===== config.mk =====
export PLATFORM = sky130hd
export DESIGN_NAME = multichannel_dac_register_port
export DESIGN_NICKNAME = d
export VERILOG_FILES = /design/src/rtl/mdrp_pkg.sv /design/src/rtl/multichannel_dac_register_port.sv
export VERILOG_INCLUDE_DIRS = /design/src /design/src/rtl
export SDC_FILE = /design/constraint.sdc
export NUM_CORES = 2
export LEC_CHECK = 0
export BUFFER_PORTS_ARGS = -buffer_cell sky130_fd_sc_hd__buf_2
export CAP_MARGIN = 20
export CORE_ASPECT_RATIO = 2
export CORE_MARGIN = 3
export CORE_UTILIZATION = 60
export DETAILED_ROUTE_END_ITERATION = 7
export PLACE_DENSITY = 0.76
export REMOVE_ABC_BUFFERS = 1
export SYNTH_ARGS = -nofsm -noshare
export SYNTH_HDL_FRONTEND = slang
export SYNTH_SLANG_ARGS = --single-unit
export TNS_END_PERCENT = 20

===== constraint.sdc =====
create_clock -name clk_i -period 7.1 [get_ports clk_i]
set_input_delay 1.065 -clock clk_i [delete_from_list [all_inputs] [get_ports clk_i]]
set_output_delay 1.065 -clock clk_i [all_outputs]
set_load 0.05 [all_outputs]

===== src/rtl/multichannel_dac_register_port_macros.svh =====
// Assertion macros for the multi-channel DAC register port.
// The including module provides clk_i and rst_ni.
`ifndef MULTICHANNEL_DAC_REGISTER_PORT_MACROS_SVH
`define MULTICHANNEL_DAC_REGISTER_PORT_MACROS_SVH

// A condition that holds at every rising clock edge outside reset.
`define MDRP_ASSERT(name, prop, msg) \
  name: assert property (@(posedge clk_i) disable iff (!rst_ni) (prop)) \
    else $error(msg);

// A trigger that implies a consequence in the next cycle.
`define MDRP_ASSERT_NEXT(name, pre, post, msg) \
  name: assert property (@(posedge clk_i) disable iff (!rst_ni) (pre) |=> (post)) \
    else $error(msg);

`endif


===== src/rtl/mdrp_pkg.sv =====
// Types and constants for the multi-channel DAC register port.
// No dependencies.
`default_nettype none

package mdrp_pkg;

  localparam int unsigned WORD_W      = 16;
  localparam int unsigned ADDR_W      = 6;
  localparam int unsigned GROUP_OFS_W = 14;
  localparam int unsigned DIGIT_W     = 4;
  localparam int unsigned NUM_DIGITS  = WORD_W / DIGIT_W;
  localparam int unsigned DIG_CNT_W   = $clog2(NUM_DIGITS);

  localparam logic [DIG_CNT_W-1:0] LAST_DIGIT = DIG_CNT_W'(NUM_DIGITS - 1);

  localparam logic [ADDR_W-1:0] CHANNEL_BASE  = 6'h08;
  localparam logic [ADDR_W-1:0] SF_NOP        = 6'h00;
  localparam logic [ADDR_W-1:0] SF_CONTROL    = 6'h01;
  localparam logic [ADDR_W-1:0] SF_GROUP_BASE = 6'h02;
  localparam logic [ADDR_W-1:0] SF_GROUP_LAST = 6'h04;
  localparam logic [ADDR_W-1:0] SF_READBACK   = 6'h05;

  localparam logic [5:0] ACTIVE_RESET     = 6'd40;
  localparam logic [1:0] GROUP_SIZE_RESET = 2'd3;
  localparam logic [1:0] REF_COUNT_RESET  = 2'd2;

  typedef enum logic [1:0] {
    CMD_SPECIAL = 2'd0,
    CMD_GAIN    = 2'd1,
    CMD_OFFSET  = 2'd2,
    CMD_INPUT   = 2'd3
  } cmd_e;

  typedef enum logic [2:0] {
    RB_INPUT   = 3'd0,
    RB_X1B     = 3'd1,
    RB_OFFSET  = 3'd2,
    RB_GAIN    = 3'd3,
    RB_SPECIAL = 3'd4
  } rb_type_e;

  typedef enum logic [1:0] {
    CFG_ACTIVE     = 2'd0,
    CFG_GROUP_SIZE = 2'd1,
    CFG_REF_COUNT  = 2'd2
  } cfg_idx_e;

  typedef enum logic [1:0] {
    ST_IDLE,
    ST_SHIFT,
    ST_EXEC,
    ST_FIN
  } state_e;

endpackage

`default_nettype wire


===== src/rtl/multichannel_dac_register_port.sv =====
// Multi-channel DAC register port: frame decoder, channel word memories, readback.
// Depends on mdrp_pkg and multichannel_dac_register_port_macros.svh.
// Items are taken one at a time (accept, four 4-bit digit shifts, decode, finish); the next
// item is accepted only after the finish step, and a stalled result holds the finish step.
// Reset clears the control word, group offsets, readback latch and channel valid bits;
// configuration returns to 40, 3 and 2.
`default_nettype none

`include "multichannel_dac_register_port_macros.svh"

module multichannel_dac_register_port #(
  parameter int unsigned MAX_CHANNELS   = 40,
  parameter int unsigned MAX_REFERENCES = 3
) (
  input  wire logic        clk_i,
  input  wire logic        rst_ni,
  input  wire logic        in_valid_i,
  output logic             in_stall_o,
  input  wire logic [1:0]  command_i,
  input  wire logic [5:0]  address_i,
  input  wire logic [15:0] data_i,
  output logic             out_valid_o,
  input  wire logic        out_stall_i,
  output logic [15:0]      shifted_out_word_o,
  output logic             shifted_out_valid_o,
  output logic [1:0]       reference_group_o,
  output logic             status_o,
  output logic             power_down_o,
  input  wire logic        cfg_valid_i,
  output logic             cfg_ready_o,
  input  wire logic [1:0]  cfg_index_i,
  input  wire logic [5:0]  cfg_data_i
);
  import mdrp_pkg::*;

  localparam int unsigned CH_W  = $clog2(MAX_CHANNELS);
  localparam int unsigned REF_W = (MAX_REFERENCES > 1) ? $clog2(MAX_REFERENCES) : 1;
  localparam logic [6:0] MAX_CH_L  = 7'(MAX_CHANNELS);
  localparam logic [1:0] MAX_REF_L = 2'(MAX_REFERENCES);

  state_e state_q, state_d;

  logic [5:0] act_q;
  logic [1:0] gsize_q;
  logic [1:0] refc_q;

  logic [WORD_W-1:0]    sh_q;
  logic [WORD_W-1:0]    asm_q;
  logic [DIG_CNT_W-1:0] dig_cnt_q;
  cmd_e                 cmd_q;
  logic [ADDR_W-1:0]    addr_q;

  logic [WORD_W-1:0] mem_in  [MAX_CHANNELS];
  logic [WORD_W-1:0] mem_ofs [MAX_CHANNELS];
  logic [WORD_W-1:0] mem_gn  [MAX_CHANNELS];
  logic [MAX_CHANNELS-1:0] vld_in_q, vld_ofs_q, vld_gn_q;
  logic [WORD_W-1:0] rd_in_q, rd_ofs_q, rd_gn_q;

  logic [GROUP_OFS_W-1:0] gofs_q [MAX_REFERENCES];
  logic [WORD_W-1:0]      ctrl_q;
  logic [WORD_W-1:0]      latch_q;
  logic                   armed_q;

  rb_type_e          rb_type_q;
  logic              rb_hit_q;
  logic [WORD_W-1:0] rb_sf_q;
  logic              res_arm_q;
  logic              res_status_q;
  logic [1:0]        res_group_q;

  logic              out_valid_q;
  logic [WORD_W-1:0] out_word_q;
  logic              out_rbv_q;
  logic [1:0]        out_group_q;
  logic              out_status_q;
  logic              out_pd_q;

  logic [6:0]        eff_ch;
  logic [1:0]        eff_refs;
  logic              shift3;
  logic [ADDR_W-1:0] off;
  logic              ch_ok;
  logic [ADDR_W-1:0] rb_addr;
  logic [ADDR_W-1:0] rb_off;
  logic              rb_ch_ok;
  rb_type_e          rb_type;
  logic [ADDR_W-1:0] sfo;
  logic              sf_ok;
  logic [ADDR_W-1:0] rb_sfo;
  logic              rb_sf_ok;
  logic [ADDR_W-1:0] grp_full;
  logic [1:0]        grp;
  logic [1:0]        last_ref;
  logic              in_accept;
  logic              fin_go;
  logic              exec;
  logic              we_in, we_ofs, we_gn;
  logic              we_ctrl, we_gofs, is_rb, status;
  logic [WORD_W-1:0] rb_sf_word;
  logic              rb_hit;
  logic [WORD_W-1:0] rb_word;

  // Configuration registers.
  assign cfg_ready_o = 1'b1;

  always_ff @(posedge clk_i or negedge rst_ni) begin
    if (!rst_ni) begin
      act_q   <= ACTIVE_RESET;
      gsize_q <= GROUP_SIZE_RESET;
      refc_q  <= REF_COUNT_RESET;
    end else if (cfg_valid_i && cfg_ready_o) begin
      unique case (cfg_idx_e'(cfg_index_i))
        CFG_ACTIVE:     act_q   <= cfg_data_i;
        CFG_GROUP_SIZE: gsize_q <= cfg_data_i[1:0];
        CFG_REF_COUNT:  refc_q  <= cfg_data_i[1:0];
        default:        ;
      endcase
    end
  end

  // Effective configuration after clamping.
  always_comb begin
    eff_ch   = ({1'b0, act_q} > MAX_CH_L) ? MAX_CH_L : {1'b0, act_q};
    eff_refs = (refc_q == 2'd0) ? 2'd1 : refc_q;
    if (eff_refs > MAX_REF_L) begin
      eff_refs = MAX_REF_L;
    end
    shift3   = (gsize_q == 2'd3);
    last_ref = eff_refs - 2'd1;
  end

  // Frame decode.
  always_comb begin
    off      = addr_q - CHANNEL_BASE;
    ch_ok    = (addr_q >= CHANNEL_BASE) && ({1'b0, off} < eff_ch);
    rb_addr  = asm_q[12:7];
    rb_off   = rb_addr - CHANNEL_BASE;
    rb_ch_ok = (rb_addr >= CHANNEL_BASE) && ({1'b0, rb_off} < eff_ch);
    rb_type  = rb_type_e'(asm_q[15:13]);
    sfo      = addr_q - SF_GROUP_BASE;
    sf_ok    = (addr_q >= SF_GROUP_BASE) && (addr_q <= SF_GROUP_LAST) &&
               (sfo[1:0] < eff_refs);
    rb_sfo   = rb_addr - SF_GROUP_BASE;
    rb_sf_ok = (rb_addr >= SF_GROUP_BASE) && (rb_addr <= SF_GROUP_LAST) &&
               (rb_sfo[1:0] < eff_refs);

    grp_full = shift3 ? (off >> 3) : (off >> 2);
    if (addr_q < CHANNEL_BASE) begin
      grp = 2'd0;
    end else if (grp_full > {4'b0000, last_ref}) begin
      grp = last_ref;
    end else begin
      grp = grp_full[1:0];
    end

    exec    = (state_q == ST_EXEC);
    we_in   = exec && (cmd_q == CMD_INPUT) && ch_ok;
    we_ofs  = exec && (cmd_q == CMD_OFFSET) && ch_ok;
    we_gn   = exec && (cmd_q == CMD_GAIN) && ch_ok;
    we_ctrl = 1'b0;
    we_gofs = 1'b0;
    is_rb   = 1'b0;
    status  = 1'b0;
    if (cmd_q != CMD_SPECIAL) begin
      status = !ch_ok;
    end else if (addr_q == SF_NOP) begin
      status = 1'b0;
    end else if (addr_q == SF_CONTROL) begin
      we_ctrl = exec;
    end else if (addr_q == SF_READBACK) begin
      is_rb = 1'b1;
    end else begin
      status  = !sf_ok;
      we_gofs = exec && sf_ok;
    end

    if (rb_addr == SF_CONTROL) begin
      rb_sf_word = ctrl_q;
    end else if (rb_sf_ok) begin
      rb_sf_word = {{(WORD_W-GROUP_OFS_W){1'b0}}, gofs_q[rb_sfo[REF_W-1:0]]};
    end else begin
      rb_sf_word = '0;
    end

    case (rb_type)
      RB_INPUT:  rb_hit = rb_ch_ok && vld_in_q[rb_off[CH_W-1:0]];
      RB_OFFSET: rb_hit = rb_ch_ok && vld_ofs_q[rb_off[CH_W-1:0]];
      RB_GAIN:   rb_hit = rb_ch_ok && vld_gn_q[rb_off[CH_W-1:0]];
      default:   rb_hit = 1'b0;
    endcase

    case (rb_type_q)
      RB_INPUT:   rb_word = rb_hit_q ? rd_in_q : '0;
      RB_OFFSET:  rb_word = rb_hit_q ? rd_ofs_q : '0;
      RB_GAIN:    rb_word = rb_hit_q ? rd_gn_q : '0;
      RB_SPECIAL: rb_word = rb_sf_q;
      default:    rb_word = '0;
    endcase
  end

  // Sequencer.
  always_ff @(posedge clk_i or negedge rst_ni) begin
    if (!rst_ni) begin
      state_q <= ST_IDLE;
    end else begin
      state_q <= state_d;
    end
  end

  always_comb begin
    state_d    = state_q;
    in_stall_o = 1'b1;
    fin_go     = 1'b0;
    unique case (state_q)
      ST_IDLE: begin
        in_stall_o = 1'b0;
        if (in_valid_i) begin
          state_d = ST_SHIFT;
        end
      end
      ST_SHIFT: begin
        if (dig_cnt_q == LAST_DIGIT) begin
          state_d = ST_EXEC;
        end
      end
      ST_EXEC: begin
        state_d = ST_FIN;
      end
      ST_FIN: begin
        if (!(out_valid_q && out_stall_i)) begin
          fin_go  = 1'b1;
          state_d = ST_IDLE;
        end
      end
      default: state_d = ST_IDLE;
    endcase
  end

  assign in_accept = in_valid_i && !in_stall_o;

  // Digit-serial transfer of the data word.
  always_ff @(posedge clk_i or negedge rst_ni) begin
    if (!rst_ni) begin
      dig_cnt_q <= '0;
    end else if (state_q == ST_SHIFT) begin
      dig_cnt_q <= dig_cnt_q + DIG_CNT_W'(1);
    end else begin
      dig_cnt_q <= '0;
    end
  end

  always_ff @(posedge clk_i) begin
    if (in_accept) begin
      sh_q   <= data_i;
      cmd_q  <= cmd_e'(command_i);
      addr_q <= address_i;
    end else if (state_q == ST_SHIFT) begin
      sh_q  <= sh_q >> DIGIT_W;
      asm_q <= {sh_q[DIGIT_W-1:0], asm_q[WORD_W-1:DIGIT_W]};
    end
  end

  // Channel word memories.
  always_ff @(posedge clk_i) begin
    if (we_in) begin
      mem_in[off[CH_W-1:0]] <= asm_q;
    end
    if (exec) begin
      rd_in_q <= mem_in[rb_off[CH_W-1:0]];
    end
  end

  always_ff @(posedge clk_i) begin
    if (we_ofs) begin
      mem_ofs[off[CH_W-1:0]] <= asm_q;
    end
    if (exec) begin
      rd_ofs_q <= mem_ofs[rb_off[CH_W-1:0]];
    end
  end

  always_ff @(posedge clk_i) begin
    if (we_gn) begin
      mem_gn[off[CH_W-1:0]] <= asm_q;
    end
    if (exec) begin
      rd_gn_q <= mem_gn[rb_off[CH_W-1:0]];
    end
  end

  always_ff @(posedge clk_i or negedge rst_ni) begin
    if (!rst_ni) begin
      vld_in_q  <= '0;
      vld_ofs_q <= '0;
      vld_gn_q  <= '0;
    end else begin
      if (we_in) begin
        vld_in_q[off[CH_W-1:0]] <= 1'b1;
      end
      if (we_ofs) begin
        vld_ofs_q[off[CH_W-1:0]] <= 1'b1;
      end
      if (we_gn) begin
        vld_gn_q[off[CH_W-1:0]] <= 1'b1;
      end
    end
  end

  // Special registers and readback state.
  always_ff @(posedge clk_i or negedge rst_ni) begin
    if (!rst_ni) begin
      ctrl_q  <= '0;
      latch_q <= '0;
      armed_q <= 1'b0;
      for (int i = 0; i < int'(MAX_REFERENCES); i++) begin
        gofs_q[i] <= '0;
      end
    end else begin
      if (we_ctrl) begin
        ctrl_q <= asm_q;
      end
      if (we_gofs) begin
        gofs_q[sfo[REF_W-1:0]] <= asm_q[GROUP_OFS_W-1:0];
      end
      if (fin_go) begin
        armed_q <= res_arm_q;
        if (res_arm_q) begin
          latch_q <= rb_word;
        end
      end
    end
  end

  always_ff @(posedge clk_i) begin
    if (exec) begin
      rb_type_q    <= rb_type;
      rb_hit_q     <= rb_hit;
      rb_sf_q      <= rb_sf_word;
      res_arm_q    <= is_rb;
      res_status_q <= status;
      res_group_q  <= grp;
    end
  end

  // Output register.
  always_ff @(posedge clk_i or negedge rst_ni) begin
    if (!rst_ni) begin
      out_valid_q <= 1'b0;
    end else if (fin_go) begin
      out_valid_q <= 1'b1;
    end else if (!out_stall_i) begin
      out_valid_q <= 1'b0;
    end
  end

  always_ff @(posedge clk_i) begin
    if (fin_go) begin
      out_word_q   <= latch_q;
      out_rbv_q    <= armed_q;
      out_group_q  <= res_group_q;
      out_status_q <= res_status_q;
      out_pd_q     <= ctrl_q[0];
    end
  end

  assign out_valid_o         = out_valid_q;
  assign shifted_out_word_o  = out_word_q;
  assign shifted_out_valid_o = out_rbv_q;
  assign reference_group_o   = out_group_q;
  assign status_o            = out_status_q;
  assign power_down_o        = out_pd_q;

  `MDRP_ASSERT_NEXT(a_accept_starts_shift, in_accept, state_q == ST_SHIFT, "accept did not start the digit shift")
  `MDRP_ASSERT_NEXT(a_last_digit_exec, (state_q == ST_SHIFT) && (dig_cnt_q == LAST_DIGIT), state_q == ST_EXEC, "shift did not end after the last digit")
  `MDRP_ASSERT_NEXT(a_fin_loads_output, fin_go, out_valid_q && (state_q == ST_IDLE), "finished item not offered")
  `MDRP_ASSERT(a_out_rise_from_fin, !$rose(out_valid_q) || $past(state_q == ST_FIN), "result appeared outside the finish step")

endmodule

`default_nettype wire


==> impl_metrics.yaml <==
status:
  status: "complete, no violations"
sta:
  setup_ws_ps: 1820
  period_share_pct: 74.3
  clock_skew_ps: 51.4
  hold_viol: 0
  finalCriticalPeriod_ps: 5280
  setup_viol: 0
  worst_pin_slew_ps: 1250
  slew_headroom_pct: 16.8
  drv_slew: 0
  fmax_ghz: 0.190
  hold_ws_ps: 231
  rsz0062_at_grt: "false"
global_route:
  grt_overflow: 0
  grt_pass1_vias: 44400
  grtUsageTotal_pct: 30.5
  grt_pass1_wl_mm: 327
  grt_max_degree: 148
  antenna_found_initial: 7
setup_path:
  path_class: "register to register"
  reg2reg_depth: 10
  critPathLaunch: "addr_q[3]"
  worstPathArrival_ps: 5790
  cp-end-kind: "register"
  rr_startpoint: "addr_q[3]"
  critPathMaxFanout: 38
  required_ps: 7610
  r2r_end: "mem_ofs[14][0]"
  setup.worst_path.start_class: "register"
  reg2reg_slack_ps: 1820
drt:
  drc: 0
  drtIter0Drc: 5689
  post_drt_wl_per_cell_um: 35.9
  totalWireLength_mm: 228
  ant_nets: 0
  first_pass_iters: 6
  vias: 43300
  via_per_inst: 6.84
final_layout:
  syn_to_final_growth_pct: 11.0
  final_common_cell: "edfxtp_1"
  drive_above_1_share_pct: 30.4
  nNetsFinal: 4361
  seqCellArea_um2: 66900
  final_core_util_pct: 67.1
  final_cells: 6339
  fillers: 8770
  multi_input_area_um2: 20700
  layout_common_cells: "edfxtp_1, mux4_2, dfrtp_1"
floorplan:
  die_y_um: 548
  ios: 61
  rows: 198
  design.core.area_um2: 146000
  die_w_um: 277
  die_area_um2: 152000
  start_util_pct: 60.5
synthesis:
  syn_avg_cell_area_um2: 21.5
  netlist_top_cells_area: "edfxtp_1, mux4_2, dfrtp_1"
  synth_ff_type: "edfxtp_1"
  syn_area_um2: 88100
  async_flop_share_pct: 9.28
  yosys_warnings: 0
  synth_top_area_share_pct: 70.0
  ys_ff_latch: 2263
  synthCells: 4101
  ys_seq_area_share_pct: 76.0
  synth-edff-count: 2053
  yosysTopAreaCell: "edfxtp_1"
  synth_cell_type_count: 67
clock_tree:
  h-tree-depth: 4
  cts_made_buffers: 186
  clockBufferDepth: 4
  path_clk_slew_ps: 70
  hold_buffers: 0
  cts_resized: 0
  cts.sinks: 2263
  clock_latency_ps: 820
  cts_root_buffer: "clkbuf_16"
  cts_tree: "built"
  cts_setup_buffers: 0
power:
  p_per_area_nw_per_um2: 378
  p_leak_nw: 32.0
  power.total_w: 0.0369
  ir_worst_vdd_uv: 339
flow_run:
  maxCapViolations: 0
place:
  dp_slack_ps: 1930
  placed_cells: 6012
  dp_hpwl_mm: 141
  numPortBuffers: 59
  globalplace.congestion: 1.03
min_path:
  hold_path_class: "primary input to async pin"
## worst max-delay path, cell delays in order (launching register included)
cell and delay, ps:
edfxtp_1 670, inv_1 120, ha_1 250, xor2_1 690
ha_1 430, a221o_4 660, buf_4 410, nor4_4 430
nand2_1 380, nor3_2 630, buf_6 240
## worst max-delay path by stage
stage                     slack (ps)  cells past startpoint              end
final                           1820                     10   mem_ofs[14][0]
after global routing            1590                     10  mem_ofs[14][12]
after CTS                       1860                     10  mem_ofs[14][12]
after detailed placement        1930                     10  mem_ofs[14][10]
after global placement          1730                      9   mem_ofs[14][8]
after floorplan               -17270                      5         rb_hit_q
## sequential cells by signal (all words and copies together), names as in the netlist, 3 cells and up
| signal | cells |
|---|---|
| act_q | 6 |
| mem_in | 640 |
| asm_q | 16 |
| mem_gn | 640 |
| rb_type_q | 3 |
| rd_ofs_q | 16 |
| addr_q | 6 |
| vld_in_q | 40 |
| rd_in_q | 16 |
| ctrl_q | 16 |
| shifted_out_word_o | 16 |
| sh_q | 16 |
| mem_ofs | 640 |
| vld_ofs_q | 40 |
| latch_q | 16 |
| vld_gn_q | 40 |
| rd_gn_q | 16 |
| rb_sf_q | 16 |
| gofs_q | 42 |
## cell usage after synthesis, types with 50 or more instances
| library cell | instances |
|---|---|
| clkbuf_1 | 137 |
| or2_1 | 51 |
| nor4_1 | 54 |
| buf_2 | 70 |
| nor2b_1 | 61 |
| a31oi_1 | 54 |
| mux4_2 | 591 |
| o21bai_1 | 53 |
| mux2_2 | 88 |
| nand2_1 | 193 |
| nor3_1 | 55 |
| a211oi_1 | 50 |
| dfrtp_1 | 205 |
| edfxtp_1 | 2053 |
## where the power goes
part           internal, W  switching, W
combinational      0.00343       0.00678
sequential          0.0165      0.000355
clock              0.00532       0.00454
## metrics by stage
stage          area, µm²  TNS (ps)
2_1_floorplan      87000  -4136820
3_3_place_gp       92000         0
3_5_place_dp       92000         0
4_1_cts            97700         0
5_1_grt            97800         0
6_report           97800         0
## cells by family after synthesis
group	share of synthesized area (%)
buffers and inverters	1.34
and+or+nand+nor	3.06
DFF	76.0
other	0.00426
AOI/OAI and AO/OA	2.40
muxes	16.9
xor gates and xnor gates	0.0199
adders and majority gates	0.312
## per-layer routing
layer  up-vias  track usage, %  share of wire [%]
met4         0            22.5                9.3
met1     22800            36.4                 32
li1      17400               -                  -
met5         -               0                  0
met3       601            4.30                7.7
met2      2555            51.0                 51
## final cells by class
class	instances	area share (%)
diodes	5	0.0128
clock buffers	234	5.12
clock inverters	86	0.695
inverters	23	0.0883
multi-input cells	1568	21.1
flip-flops and latches	2263	68.4
well taps	1900	2.43
repair buffers	260	2.08
No activity file was read; power rests on OpenSTA's default activity.
